===== src/rtl/scl_pkg.sv =====
// Shared types, codes and byte classifiers of the shell command lexer.
`default_nettype none
package scl_pkg;

  localparam int NSLOT = 5;

  localparam logic [1:0] MODE_IDLE  = 2'd0;
  localparam logic [1:0] MODE_WORD  = 2'd1;
  localparam logic [1:0] MODE_QUOTE = 2'd2;
  localparam logic [1:0] MODE_ESC   = 2'd3;

  localparam logic [2:0] OP_NONE = 3'd0;
  localparam logic [2:0] OP_LT   = 3'd1;
  localparam logic [2:0] OP_GT   = 3'd2;
  localparam logic [2:0] OP_BAR  = 3'd3;
  localparam logic [2:0] OP_AMP  = 3'd4;

  localparam logic [3:0] TK_WORD      = 4'd0;
  localparam logic [3:0] TK_REDIR_IN  = 4'd1;
  localparam logic [3:0] TK_HEREDOC   = 4'd2;
  localparam logic [3:0] TK_REDIR_OUT = 4'd3;
  localparam logic [3:0] TK_APPEND    = 4'd4;
  localparam logic [3:0] TK_PIPE      = 4'd5;
  localparam logic [3:0] TK_OR        = 4'd6;
  localparam logic [3:0] TK_AND       = 4'd7;
  localparam logic [3:0] TK_SEMI      = 4'd8;
  localparam logic [3:0] TK_ILLEGAL   = 4'd9;
  localparam logic [3:0] TK_EOF       = 4'd10;

  localparam logic [7:0] CH_NUL    = 8'h00;
  localparam logic [7:0] CH_LT     = 8'h3C;
  localparam logic [7:0] CH_GT     = 8'h3E;
  localparam logic [7:0] CH_BAR    = 8'h7C;
  localparam logic [7:0] CH_AMP    = 8'h26;
  localparam logic [7:0] CH_SEMI   = 8'h3B;
  localparam logic [7:0] CH_BSLASH = 8'h5C;
  localparam logic [7:0] CH_UNDER  = 8'h5F;
  localparam logic [7:0] CH_SQUOTE = 8'h27;
  localparam logic [7:0] CH_DQUOTE = 8'h22;
  localparam logic [7:0] CH_SPACE  = 8'h20;

  localparam logic KIND_BYTE = 1'b0;
  localparam logic KIND_END  = 1'b1;

  typedef struct packed {
    logic       kind;
    logic [7:0] data;
    logic [3:0] tk;
  } slot_t;

  // All result beats that one input byte causes, in order.
  typedef struct packed {
    logic [2:0]            count;
    slot_t [NSLOT-1:0]     slot;
  } bundle_t;

  typedef struct packed {
    logic full;
    logic nonempty;
  } q_status_t;

  function automatic logic is_space(input logic [7:0] c);
    return (c == CH_SPACE) || (c >= 8'd9 && c <= 8'd13);
  endfunction

  function automatic logic [2:0] op_code(input logic [7:0] c);
    logic [2:0] r;
    r = OP_NONE;
    if (c == CH_LT) r = OP_LT;
    else if (c == CH_GT) r = OP_GT;
    else if (c == CH_BAR) r = OP_BAR;
    else if (c == CH_AMP) r = OP_AMP;
    return r;
  endfunction

  function automatic logic is_word_start(input logic [7:0] c);
    return (c >= 8'h61 && c <= 8'h7A) || (c >= 8'h41 && c <= 8'h5A) ||
           (c >= 8'h30 && c <= 8'h39) || (c == CH_UNDER);
  endfunction

  function automatic logic [7:0] op_char(input logic [2:0] op);
    logic [7:0] r;
    unique case (op)
      OP_LT:   r = CH_LT;
      OP_GT:   r = CH_GT;
      OP_BAR:  r = CH_BAR;
      OP_AMP:  r = CH_AMP;
      default: r = CH_NUL;
    endcase
    return r;
  endfunction

  function automatic logic [3:0] op_single(input logic [2:0] op);
    logic [3:0] r;
    unique case (op)
      OP_LT:   r = TK_REDIR_IN;
      OP_GT:   r = TK_REDIR_OUT;
      OP_BAR:  r = TK_PIPE;
      default: r = TK_WORD;
    endcase
    return r;
  endfunction

  function automatic logic [3:0] op_double(input logic [2:0] op);
    logic [3:0] r;
    unique case (op)
      OP_LT:   r = TK_HEREDOC;
      OP_GT:   r = TK_APPEND;
      OP_BAR:  r = TK_OR;
      OP_AMP:  r = TK_AND;
      default: r = TK_WORD;
    endcase
    return r;
  endfunction

  function automatic bundle_t push(input bundle_t b, input logic k,
                                   input logic [7:0] d, input logic [3:0] tk);
    bundle_t r;
    r = b;
    r.slot[r.count].kind = k;
    r.slot[r.count].data = d;
    r.slot[r.count].tk   = tk;
    r.count = r.count + 3'd1;
    return r;
  endfunction

endpackage
`default_nettype wire


===== src/rtl/shell_command_lexer_unit.sv =====
// Top level of the shell command lexer: front end, bundle queue, output sequencer.
// The result beats of a byte pass through the bundle queue and the output register.
// Throughput: one input byte per cycle while the queue has room; the output side
// sends one result beat per cycle while tok_stall is low.
// Bytes that produce nothing (skipped whitespace, a held operator) add no queue entry.
// Reset clears the lexer mode, the held operator, the queue and the output valid flag.
`default_nettype none
module shell_command_lexer_unit #(
  parameter int QUEUE_DEPTH = 4
) (
  input  wire        clk,
  input  wire        rst,
  input  wire        ch_valid,
  output logic       ch_stall,
  input  wire  [7:0] ch,
  output logic       tok_valid,
  input  wire        tok_stall,
  output logic       kind,
  output logic [7:0] out_byte,
  output logic [3:0] token_kind,
  output logic       last
);

  scl_pkg::q_status_t q_status;
  scl_pkg::bundle_t   push_data;
  scl_pkg::bundle_t   pop_data;
  logic               push_en;
  logic               pop_en;

  scl_front u_front (
    .clk       (clk),
    .rst       (rst),
    .ch_valid  (ch_valid),
    .ch        (ch),
    .ch_stall  (ch_stall),
    .q_status  (q_status),
    .push_en   (push_en),
    .push_data (push_data)
  );

  scl_queue #(
    .DEPTH (QUEUE_DEPTH)
  ) u_queue (
    .clk       (clk),
    .rst       (rst),
    .push_en   (push_en),
    .push_data (push_data),
    .pop_en    (pop_en),
    .pop_data  (pop_data),
    .q_status  (q_status)
  );

  scl_back u_back (
    .clk        (clk),
    .rst        (rst),
    .q_status   (q_status),
    .pop_data   (pop_data),
    .pop_en     (pop_en),
    .tok_valid  (tok_valid),
    .tok_stall  (tok_stall),
    .kind       (kind),
    .out_byte   (out_byte),
    .token_kind (token_kind),
    .last       (last)
  );

endmodule
`default_nettype wire


===== src/rtl/scl_front.sv =====
// Front end: accepts bytes, tracks the lexer mode and builds result bundles.
`default_nettype none
module scl_front (
  input  wire                  clk,
  input  wire                  rst,
  input  wire                  ch_valid,
  input  wire  [7:0]           ch,
  output logic                 ch_stall,
  input  scl_pkg::q_status_t   q_status,
  output logic                 push_en,
  output scl_pkg::bundle_t     push_data
);

  logic [1:0] lex_mode, lex_mode_next;
  logic       quote_is_double, quote_is_double_next;
  logic       quote_has_content, quote_has_content_next;
  logic [2:0] held_operator, held_operator_next;
  logic       accept;

  assign ch_stall = q_status.full;
  assign accept   = ch_valid && !ch_stall;

  always_comb begin
    scl_pkg::bundle_t b;
    logic             do_idle;
    logic [7:0]       closer;
    logic [2:0]       op;
    b = '0;
    do_idle = 1'b0;
    closer = quote_is_double ? scl_pkg::CH_DQUOTE : scl_pkg::CH_SQUOTE;
    op = scl_pkg::op_code(ch);
    lex_mode_next = lex_mode;
    quote_is_double_next = quote_is_double;
    quote_has_content_next = quote_has_content;
    held_operator_next = held_operator;

    unique case (lex_mode)
      scl_pkg::MODE_QUOTE, scl_pkg::MODE_ESC: begin
        if (ch == scl_pkg::CH_NUL) begin
          b = scl_pkg::push(b, scl_pkg::KIND_END, 8'd0, scl_pkg::TK_ILLEGAL);
          b = scl_pkg::push(b, scl_pkg::KIND_END, 8'd0, scl_pkg::TK_EOF);
          lex_mode_next = scl_pkg::MODE_IDLE;
        end else if (lex_mode == scl_pkg::MODE_ESC) begin
          b = scl_pkg::push(b, scl_pkg::KIND_BYTE, ch, scl_pkg::TK_WORD);
          lex_mode_next = scl_pkg::MODE_QUOTE;
        end else if (ch == closer) begin
          if (quote_has_content) begin
            b = scl_pkg::push(b, scl_pkg::KIND_END, 8'd0, scl_pkg::TK_WORD);
          end else begin
            b = scl_pkg::push(b, scl_pkg::KIND_BYTE, ch, scl_pkg::TK_WORD);
            b = scl_pkg::push(b, scl_pkg::KIND_END, 8'd0, scl_pkg::TK_ILLEGAL);
          end
          lex_mode_next = scl_pkg::MODE_IDLE;
        end else begin
          b = scl_pkg::push(b, scl_pkg::KIND_BYTE, ch, scl_pkg::TK_WORD);
          quote_has_content_next = 1'b1;
          if (ch == scl_pkg::CH_BSLASH) lex_mode_next = scl_pkg::MODE_ESC;
        end
      end
      scl_pkg::MODE_WORD: begin
        if (ch == scl_pkg::CH_NUL || scl_pkg::is_space(ch) || ch == scl_pkg::CH_SEMI ||
            op != scl_pkg::OP_NONE) begin
          b = scl_pkg::push(b, scl_pkg::KIND_END, 8'd0, scl_pkg::TK_WORD);
          lex_mode_next = scl_pkg::MODE_IDLE;
          do_idle = !scl_pkg::is_space(ch);
        end else begin
          b = scl_pkg::push(b, scl_pkg::KIND_BYTE, ch, scl_pkg::TK_WORD);
        end
      end
      default: begin
        held_operator_next = scl_pkg::OP_NONE;
        if (held_operator != scl_pkg::OP_NONE && ch == scl_pkg::op_char(held_operator)) begin
          b = scl_pkg::push(b, scl_pkg::KIND_BYTE, ch, scl_pkg::TK_WORD);
          b = scl_pkg::push(b, scl_pkg::KIND_BYTE, ch, scl_pkg::TK_WORD);
          b = scl_pkg::push(b, scl_pkg::KIND_END, 8'd0,
                            scl_pkg::op_double(held_operator));
          lex_mode_next = scl_pkg::MODE_IDLE;
        end else begin
          // A cut-off operator goes out in its one-byte form; a lone '&' is dropped.
          if (held_operator != scl_pkg::OP_NONE && held_operator != scl_pkg::OP_AMP) begin
            b = scl_pkg::push(b, scl_pkg::KIND_BYTE, scl_pkg::op_char(held_operator),
                              scl_pkg::TK_WORD);
            b = scl_pkg::push(b, scl_pkg::KIND_END, 8'd0,
                              scl_pkg::op_single(held_operator));
          end
          do_idle = 1'b1;
        end
      end
    endcase

    if (do_idle) begin
      lex_mode_next = scl_pkg::MODE_IDLE;
      if (ch == scl_pkg::CH_NUL) begin
        b = scl_pkg::push(b, scl_pkg::KIND_END, 8'd0, scl_pkg::TK_EOF);
      end else if (scl_pkg::is_space(ch)) begin
        b = b;
      end else if (ch == scl_pkg::CH_SEMI) begin
        b = scl_pkg::push(b, scl_pkg::KIND_BYTE, ch, scl_pkg::TK_WORD);
        b = scl_pkg::push(b, scl_pkg::KIND_END, 8'd0, scl_pkg::TK_SEMI);
      end else if (op != scl_pkg::OP_NONE) begin
        held_operator_next = op;
      end else if (ch == scl_pkg::CH_SQUOTE || ch == scl_pkg::CH_DQUOTE) begin
        lex_mode_next = scl_pkg::MODE_QUOTE;
        quote_is_double_next = (ch == scl_pkg::CH_DQUOTE);
        quote_has_content_next = 1'b0;
      end else if (scl_pkg::is_word_start(ch)) begin
        b = scl_pkg::push(b, scl_pkg::KIND_BYTE, ch, scl_pkg::TK_WORD);
        lex_mode_next = scl_pkg::MODE_WORD;
      end else begin
        b = scl_pkg::push(b, scl_pkg::KIND_BYTE, ch, scl_pkg::TK_WORD);
        b = scl_pkg::push(b, scl_pkg::KIND_END, 8'd0, scl_pkg::TK_ILLEGAL);
      end
    end

    push_data = b;
  end

  // Skipped whitespace produces nothing, so no bundle enters the queue.
  assign push_en = accept && (push_data.count != 3'd0);

  always_ff @(posedge clk) begin
    if (rst) begin
      lex_mode <= scl_pkg::MODE_IDLE;
      quote_is_double <= 1'b0;
      quote_has_content <= 1'b0;
      held_operator <= scl_pkg::OP_NONE;
    end else if (accept) begin
      lex_mode <= lex_mode_next;
      quote_is_double <= quote_is_double_next;
      quote_has_content <= quote_has_content_next;
      held_operator <= held_operator_next;
    end
  end

endmodule
`default_nettype wire


===== src/rtl/scl_queue.sv =====
// Short bundle queue between the front end and the output sequencer.
`default_nettype none
module scl_queue #(
  parameter int DEPTH = 4
) (
  input  wire                  clk,
  input  wire                  rst,
  input  wire                  push_en,
  input  scl_pkg::bundle_t     push_data,
  input  wire                  pop_en,
  output scl_pkg::bundle_t     pop_data,
  output scl_pkg::q_status_t   q_status
);

  localparam int PTR_W = (DEPTH > 1) ? $clog2(DEPTH) : 1;
  localparam int CNT_W = $clog2(DEPTH + 1);
  localparam logic [PTR_W-1:0] LAST_PTR = PTR_W'(DEPTH - 1);
  localparam logic [CNT_W-1:0] FULL_CNT = CNT_W'(DEPTH);

  scl_pkg::bundle_t entries [DEPTH];
  logic [PTR_W-1:0] wr_ptr;
  logic [PTR_W-1:0] rd_ptr;
  logic [CNT_W-1:0] fill;

  assign q_status.full     = (fill == FULL_CNT);
  assign q_status.nonempty = (fill != '0);
  assign pop_data          = entries[rd_ptr];

  always_ff @(posedge clk) begin
    if (push_en) entries[wr_ptr] <= push_data;
  end

  always_ff @(posedge clk) begin
    if (rst) begin
      wr_ptr <= '0;
      rd_ptr <= '0;
      fill <= '0;
    end else begin
      if (push_en) wr_ptr <= (wr_ptr == LAST_PTR) ? '0 : wr_ptr + 1'b1;
      if (pop_en) rd_ptr <= (rd_ptr == LAST_PTR) ? '0 : rd_ptr + 1'b1;
      if (push_en && !pop_en) fill <= fill + 1'b1;
      else if (pop_en && !push_en) fill <= fill - 1'b1;
    end
  end

endmodule
`default_nettype wire


===== src/rtl/scl_back.sv =====
// Output sequencer: plays each bundle out one result beat per cycle while tok_stall is low.
`default_nettype none
module scl_back (
  input  wire                  clk,
  input  wire                  rst,
  input  scl_pkg::q_status_t   q_status,
  input  scl_pkg::bundle_t     pop_data,
  output logic                 pop_en,
  output logic                 tok_valid,
  input  wire                  tok_stall,
  output logic                 kind,
  output logic [7:0]           out_byte,
  output logic [3:0]           token_kind,
  output logic                 last
);

  scl_pkg::bundle_t cur;
  logic             cur_valid;
  logic [2:0]       idx;
  logic             final_beat;
  logic             finish;
  scl_pkg::slot_t   s;

  assign final_beat = (idx == cur.count - 3'd1);
  assign finish     = cur_valid && !tok_stall && final_beat;
  assign pop_en     = q_status.nonempty && (!cur_valid || finish);

  assign s          = cur.slot[idx];
  assign tok_valid  = cur_valid;
  assign kind       = s.kind;
  assign out_byte   = s.data;
  assign token_kind = s.tk;
  assign last       = final_beat;

  always_ff @(posedge clk) begin
    if (pop_en) cur <= pop_data;
  end

  always_ff @(posedge clk) begin
    if (rst) begin
      cur_valid <= 1'b0;
      idx <= '0;
    end else if (pop_en) begin
      cur_valid <= 1'b1;
      idx <= '0;
    end else if (finish) begin
      cur_valid <= 1'b0;
    end else if (cur_valid && !tok_stall) begin
      idx <= idx + 3'd1;
    end
  end

endmodule
`default_nettype wire


===== config.mk =====
export PLATFORM = sky130hd
export DESIGN_NAME = shell_command_lexer_unit
export DESIGN_NICKNAME = d
export VERILOG_FILES = /design/src/rtl/scl_pkg.sv /design/src/rtl/shell_command_lexer_unit.sv /design/src/rtl/scl_front.sv /design/src/rtl/scl_queue.sv /design/src/rtl/scl_back.sv
export SDC_FILE = /design/constraint.sdc
export NUM_CORES = 1
export LEC_CHECK = 0
export BUFFER_PORTS_ARGS = -buffer_cell sky130_fd_sc_hd__clkbuf_2
export CORE_UTILIZATION = 49
export DETAILED_ROUTE_END_ITERATION = 12
export PLACE_DENSITY = 0.67
export SLEW_MARGIN = 0
export SYNTH_ARGS = -nofsm -noshare
export SYNTH_HDL_FRONTEND = slang
export SYNTH_SLANG_ARGS = --single-unit

===== constraint.sdc =====
create_clock -name clk -period 4.95 [get_ports clk]
set_input_delay 0.495 -clock clk [delete_from_list [all_inputs] [get_ports clk]]
set_output_delay 0.495 -clock clk [all_outputs]
set_load 0.01 [all_outputs]

==> out/metrics.yaml, run 1 <==
first_pass_iters: 5
clockRootBuffer: "clkbuf_16"
final_common_cell: "edfxtp_1"
fin_crit_ps: 4430
drive_gt1_share_pct: 24.4
p_per_area_mw_per_mm2: 527
die_w_um: 161
rsz0062_at_grt: "false"
yosysTopAreaCell: "edfxtp_1"
grt_max_degree: 60
layout.cells.non_filler: 1142
routed_via_density: 6.02
cts_tree: "built"
drv_slew: 0
place_congestion: 0.936
relSlewSlack_pct: 38.6
max-cap-violations: 0
setup_viol: 0
drc: 0
syn-num-nets: 776
clockBufferDepth: 3
synth_cell_types: 76
clk_pin_slew_ps: 60
post_cts_buffers: 0
fin_setup_tns_ps: 0
pin_count: 28
track_usage_pct: 21.9
syn_area_per_cell_um2: 16.6
cellLeakagePower_nw: 4.80
fillers: 1900
wirelength_um: 27600
area_delta_synth_final_pct: 13.0
core_mm2: 0.0246
antenna_cells: 0
final_cell_mix: "edfxtp_1 (270), mux4_2 (66), nor2_1 (38)"
initial_core_util_pct: 50.5
post-route-util_pct: 57.1
crit_path_end_kind: "flip-flop"
worst_hold_path_type: "primary input to flip-flop"
cp_max_fo: 5
drt_iter0_markers: 535
h-tree-depth: 1
cts.sinks: 288
yosys_register_bits: 288
grt_antenna_before_repair: 0
fmax_mhz: 226
clk_latency_ps: 540
syn-cell-area_mm2: 0.0124
holdPathStages: 4
grt-ovfl-total: 0
cp.arrival_ps: 4880
hold_buffers: 0
post-dp-hpwl_um: 18100
seq_area_frac_synth_pct: 68.1
ys_async_sr_fraction_pct: 0
path_class: "flip-flop to flip-flop"
multiInputGateArea_mm2: 0.00372
fp.dieH_um: 161
cts_resized: 0
synth.top_cell.area_share_pct: 65.2
fin_skew_ps: 18.3
dp_cells: 1091
ir_worst_vdd_uv: 302
period_share_pct: 89.4
final_nets: 824
ys.flop_type: "edfxtp_1"
regArea_mm2: 0.00848
vias: 6877
rr_worst_depth: 16
critical_path_required_ps: 5400
hold_viol_final: 0
numCtsBuffers: 28
yosys_warnings: 0
yosys-top-cells-area: "edfxtp_1 (65%), mux4_2 (12%), dfxtp_1 (2.9%), ha_1 (1.4%), a21oi_1 (1.2%)"
first_global_vias: 7166
outcome: "complete, no violations"
core.rowCount: 57
max_slew.worst_pin.slew_ps: 921
die_area_mm2: 0.0260
startpoint_type: "flip-flop"
grt_pass1_wl_um: 42600
postRouteAntennaNets: 0
finalPower_mw: 7.40
synth_edf_count: 270
wire_per_inst_um: 24.1
syn_inst: 749
portBuffers: 27
-- layout make-up --
| type | count | area share [%] |
|---|---|---|
| sequential | 288 | 60.3 |
| clock buffer | 30 | 5.19 |
| clock inverter | 21 | 1.34 |
| tap | 324 | 2.89 |
| timing repair buffer | 63 | 3.24 |
| inverter | 20 | 0.534 |
| multi-input combinational | 396 | 26.5 |
-- Yosys cell counts (6+ instances only) --
master / instances
mux4_2: 66
o21a_1: 6
nor2_1: 38
and3_1: 7
xnor2_1: 6
mux2i_1: 7
o21ai_0: 25
edfxtp_1: 270
and2_1: 19
nand2_1: 33
nand3_1: 6
nor2b_1: 20
nor4_1: 6
a21oi_1: 29
inv_1: 20
nor3_1: 13
buf_1: 9
buf_2: 8
dfxtp_1: 18
clkbuf_1: 27
ha_1: 14
-- per-layer routing --
metal,vias to the layer above,track usage (%),wire length [um]
met5,-,0,0
met4,0,6.86,745
met3,41,2.77,1280
met2,197,35.8,13200
met1,3568,31.0,12300
li1,3071,-,-
-- kinds of logic after synthesis --
| family | share of synthesized area, % |
|---|---|
| flops | 68.1 |
| simple gates | 8.39 |
| compound gates | 6.49 |
| mux | 12.6 |
| buf+inv | 2.10 |
| fa+ha+maj | 1.57 |
| xor+xnor | 0.704 |
-- power by group --
| part | leakage (nW) | switching, mW | internal, mW | total, mW |
|---|---|---|---|---|
| sequential | 2.77 | 0.313 | 3.37 | 3.68 |
| clock | 0.444 | 0.873 | 1.22 | 2.09 |
| combinational | 1.58 | 0.813 | 0.818 | 1.63 |
| total | 4.80 | 2.00 | 5.41 | 7.40 |
-- stage by stage --
stage,worst slack (ps),hold WS [ps],cell area [um^2]
2_1_floorplan,51.4,435,12400
4_1_cts,510,388,14000
5_1_grt,232,410,14000
3_5_place_dp,169,467,13100
3_3_place_gp,295,459,13100
6_report,522,400,14000
-- state kept, by name, indices dropped and copies added (netlist names) --
signal and cells:
u_queue.entries 216, u_back.cur 54, u_back.idx 3, u_front.held_operator 3
u_queue.fill 3, u_front.lex_mode 2, u_queue.rd_ptr 2, u_queue.wr_ptr 2
u_back.tok_valid 1, u_front.quote_has_content 1, u_front.quote_is_double 1
-- critical path, stage by stage, from the launching register on --
cell	delay [ps]
dfxtp_1	330
or3b_2	500
a2111oi_2	460
nor2b_1	220
o21ai_0	110
a21oi_1	360
ha_1	300
a21bo_2	260
a2111oi_4	270
o41ai_4	140
o31ai_4	110
ha_1	230
inv_1	60
fa_1	370
xor2_1	180
or3_1	310
a21oi_1	140
-- path summary, 6_finish.rpt --
path | slack [ps] | startpoint | endpoint
max | 520 | u_front.quote_is_double$_SDFFE_PP0P_ | u_queue.fill[2]$_SDFFE_PP0P_
min | 400 | tok_stall | u_back.idx[0]$_SDFFE_PP0P_
max reg2reg | 520 | u_front.quote_is_double$_SDFFE_PP0P_ | u_queue.fill[2]$_SDFFE_PP0P_
min reg2reg | 470 | u_front.quote_is_double$_SDFFE_PP0P_ | u_front.quote_is_double$_SDFFE_PP0P_
(Power assumes the default switching activity.)
==> inputs of run 2 (changes only) <==
--- a/config.mk
+++ b/config.mk
@@ -6,9 +6,11 @@
 export NUM_CORES = 1
 export LEC_CHECK = 0
 export BUFFER_PORTS_ARGS = -buffer_cell sky130_fd_sc_hd__clkbuf_2
+export CELL_PAD_IN_SITES_DETAIL_PLACEMENT = 1
+export CELL_PAD_IN_SITES_GLOBAL_PLACEMENT = 1
 export CORE_UTILIZATION = 49
 export DETAILED_ROUTE_END_ITERATION = 12
-export PLACE_DENSITY = 0.67
+export PLACE_DENSITY_LB_ADDON = 0.1
 export SLEW_MARGIN = 0
 export SYNTH_ARGS = -nofsm -noshare
 export SYNTH_HDL_FRONTEND = slang
==> run 2 against run 1 <==
Net effect: combinational power increased by 4%; cell count rose by 0.35%; cell area decreased by 0.32%.
==> out/metrics.yaml, run 2 (same netlist as run 1, synthesis figures left out) <==
outcome: "complete, no violations"
placed_area_mm2: 0.0132  # +0.29%
drive_gt1_share_pct: 23.7  # -0.73 points
routed_via_density: 6.02  # about the same
setup_viol: 0  # unchanged
fmax_mhz: 221  # -1.9%
fin_setup_tns_ps: 0  # unchanged
portBuffers: 27  # unchanged
path_class: "flip-flop to flip-flop"
first_pass_iters: 5  # unchanged
fin_skew_ps: 18.8  # +0.438 ps
hold_viol_final: 0  # unchanged
ir_worst_vdd_uv: 411  # +36%
post-dp-hpwl_um: 20300  # +12%
cp.arrival_ps: 4970  # +90 ps
path_cells: "or3b_2, a2111oi_2, nor2b_1, o21ai_0, a21oi_1, ha_1, nand3b_1, a2111oi_2, o41ai_4, o31ai_4, ha_1, inv_1, fa_1, xor2_1, or3_1, a21oi_1"
vias: 6899  # +0.32%
post_cts_buffers: 0  # unchanged
clk_pin_slew_ps: 60  # about the same
clockBufferDepth: 3  # unchanged
layout.cells.non_filler: 1146  # +0.35%
core.rowCount: 57  # unchanged
initial_core_util_pct: 50.5  # unchanged
pre_cts_slack_ps: 122  # -47.0 ps
fin_crit_ps: 4520  # +88.0 ps
p_seq_share_pct: 50.1  # +0.4 points
largestRegisters: "u_queue.entries: 216 flops, u_back.cur: 54 flops"
largest-register: "u_queue.entries"
antenna_cells: 0  # unchanged
place_congestion: 0.857  # -8.4%
max_slew.worst_pin.slew_ps: 893  # -28.4 ps
final_cell_mix: "edfxtp_1 (270), mux4_2 (66), nor2_1 (38)"
track_usage_pct: 24.0  # +2.0 points
crit_path_top_delay_cell: "or3b_2"
drt_iter0_markers: 516  # -3.6%
cp_top_family: "compound AO/OA/AOI/OAI gates"
grt-ovfl-total: 0  # unchanged
area_delta_synth_final_pct: 12.6
worst_slack_ps: 434  # -88.0 ps
p_switching_mw: 2.02  # +0.88%
core_mm2: 0.0246  # unchanged
relSlewSlack_pct: 40.5  # +1.9 points
startpoint_type: "flip-flop"
clockRootBuffer: "clkbuf_16"
wire_per_inst_um: 26.1  # +8.3%
finalPower_mw: 7.28  # -1.7%
p_int_mw: 5.26  # -2.7%
numCtsBuffers: 29  # +3.6%
clk_latency_ps: 540  # about the same
cts.sinks: 288  # unchanged
max-cap-violations: 0  # unchanged
die_w_um: 161  # unchanged
wirelength_um: 30000  # +8.7%
cellLeakagePower_nw: 4.78  # -0.43%
grt_antenna_before_repair: 0  # unchanged
cpPeakStageDelay_ps: 500  # about the same
cp_max_fo: 7  # +2
cts_tree: "built"
grt_max_degree: 60  # unchanged
first_global_vias: 7556  # +5.4%
final_nets: 827  # +0.36%
p_per_area_mw_per_mm2: 520  # -1.4%
drv_slew: 0  # unchanged
postRouteAntennaNets: 0  # unchanged
critical_path_required_ps: 5410  # about the same
fillers: 2284  # +20%
fp.dieH_um: 161  # unchanged
critical_path_buf_inv_count: 1  # unchanged
h-tree-depth: 1  # unchanged
worst_hold_path_type: "primary input to flip-flop"
cts_resized: 0  # unchanged
pin_count: 28  # unchanged
hold_buffers: 0  # unchanged
crit_path_end_kind: "flip-flop"
period_share_pct: 91.2  # +1.8 points
power_frac_clock_pct: 26.6  # -1.7 points
combPwrFrac_pct: 23.3  # +1.3 points
die_area_mm2: 0.0260  # unchanged
final_common_cell: "edfxtp_1"
drc: 0  # unchanged
dp_cells: 1093  # +0.18%
rsz0062_at_grt: "false"
grt_pass1_wl_um: 46200  # +8.4%
p_sw_share_pct: 27.7  # +0.72 points
largest_register_ffs: 216  # unchanged
stdcell_area_mm2: 0.0140  # -0.32%
run 2: final timing paths:
| path | start | end | slack, ps | depth (start not counted) |
|---|---|---|---|---|
| hold / removal | tok_stall | u_back.idx[0]$_SDFFE_PP0P_ | 380 | 4 |
| setup / recovery | u_front.quote_is_double$_SDFFE_PP0P_ | u_queue.fill[2]$_SDFFE_PP0P_ | 430 | 16 |
| hold reg to reg | u_front.quote_is_double$_SDFFE_PP0P_ | u_front.quote_is_double$_SDFFE_PP0P_ | 460 | 2 |
| setup reg to reg | u_front.quote_is_double$_SDFFE_PP0P_ | u_queue.fill[2]$_SDFFE_PP0P_ | 430 | 16 |
run 2: layer usage:
| metal | GRT usage [%] | wire (um) | up-vias |
|---|---|---|---|
| met4 | 5.19 | 499 | 0 |
| met5 | 0 | 0 | - |
| met1 | 33.0 | 13100 | 3602 |
| met2 | 40.9 | 14900 | 189 |
| met3 | 3.24 | 1360 | 37 |
| li1 | - | - | 3071 |
run 2: per-stage QoR:
step	utilization [%]	hold WS (ps)
after floorplan	-	435
after global placement	53.5	460
after detailed placement	53.5	461
after CTS	56.9	359
after global routing	56.9	404
final	56.9	380
run 2: layout make-up:
class	count	area, um^2	area share [%]
timing repair buffer	65	495	3.54
clock buffer	36	752	5.37
tap	324	405	2.90
multi-input combinational	396	3720	26.6
sequential	288	8470	60.5
inverter	20	75.1	0.536
clock inverter	17	82.6	0.590
run 2: power by group through the flow:
stage,sequential [mW],combinational (mW),clock (mW)
finish,3.65,1.70,1.93
global route,3.71,1.84,2.06
CTS,3.66,1.74,1.97
detailed placement,3.71,1.73,0
global placement,3.67,1.67,0
floorplan,3.51,1.31,0
run 2: tightest hold or removal path: stages:
cell and delay (ps):
clkbuf_2 100, nor3b_1 90, xnor2_1 140, nor3_1 40
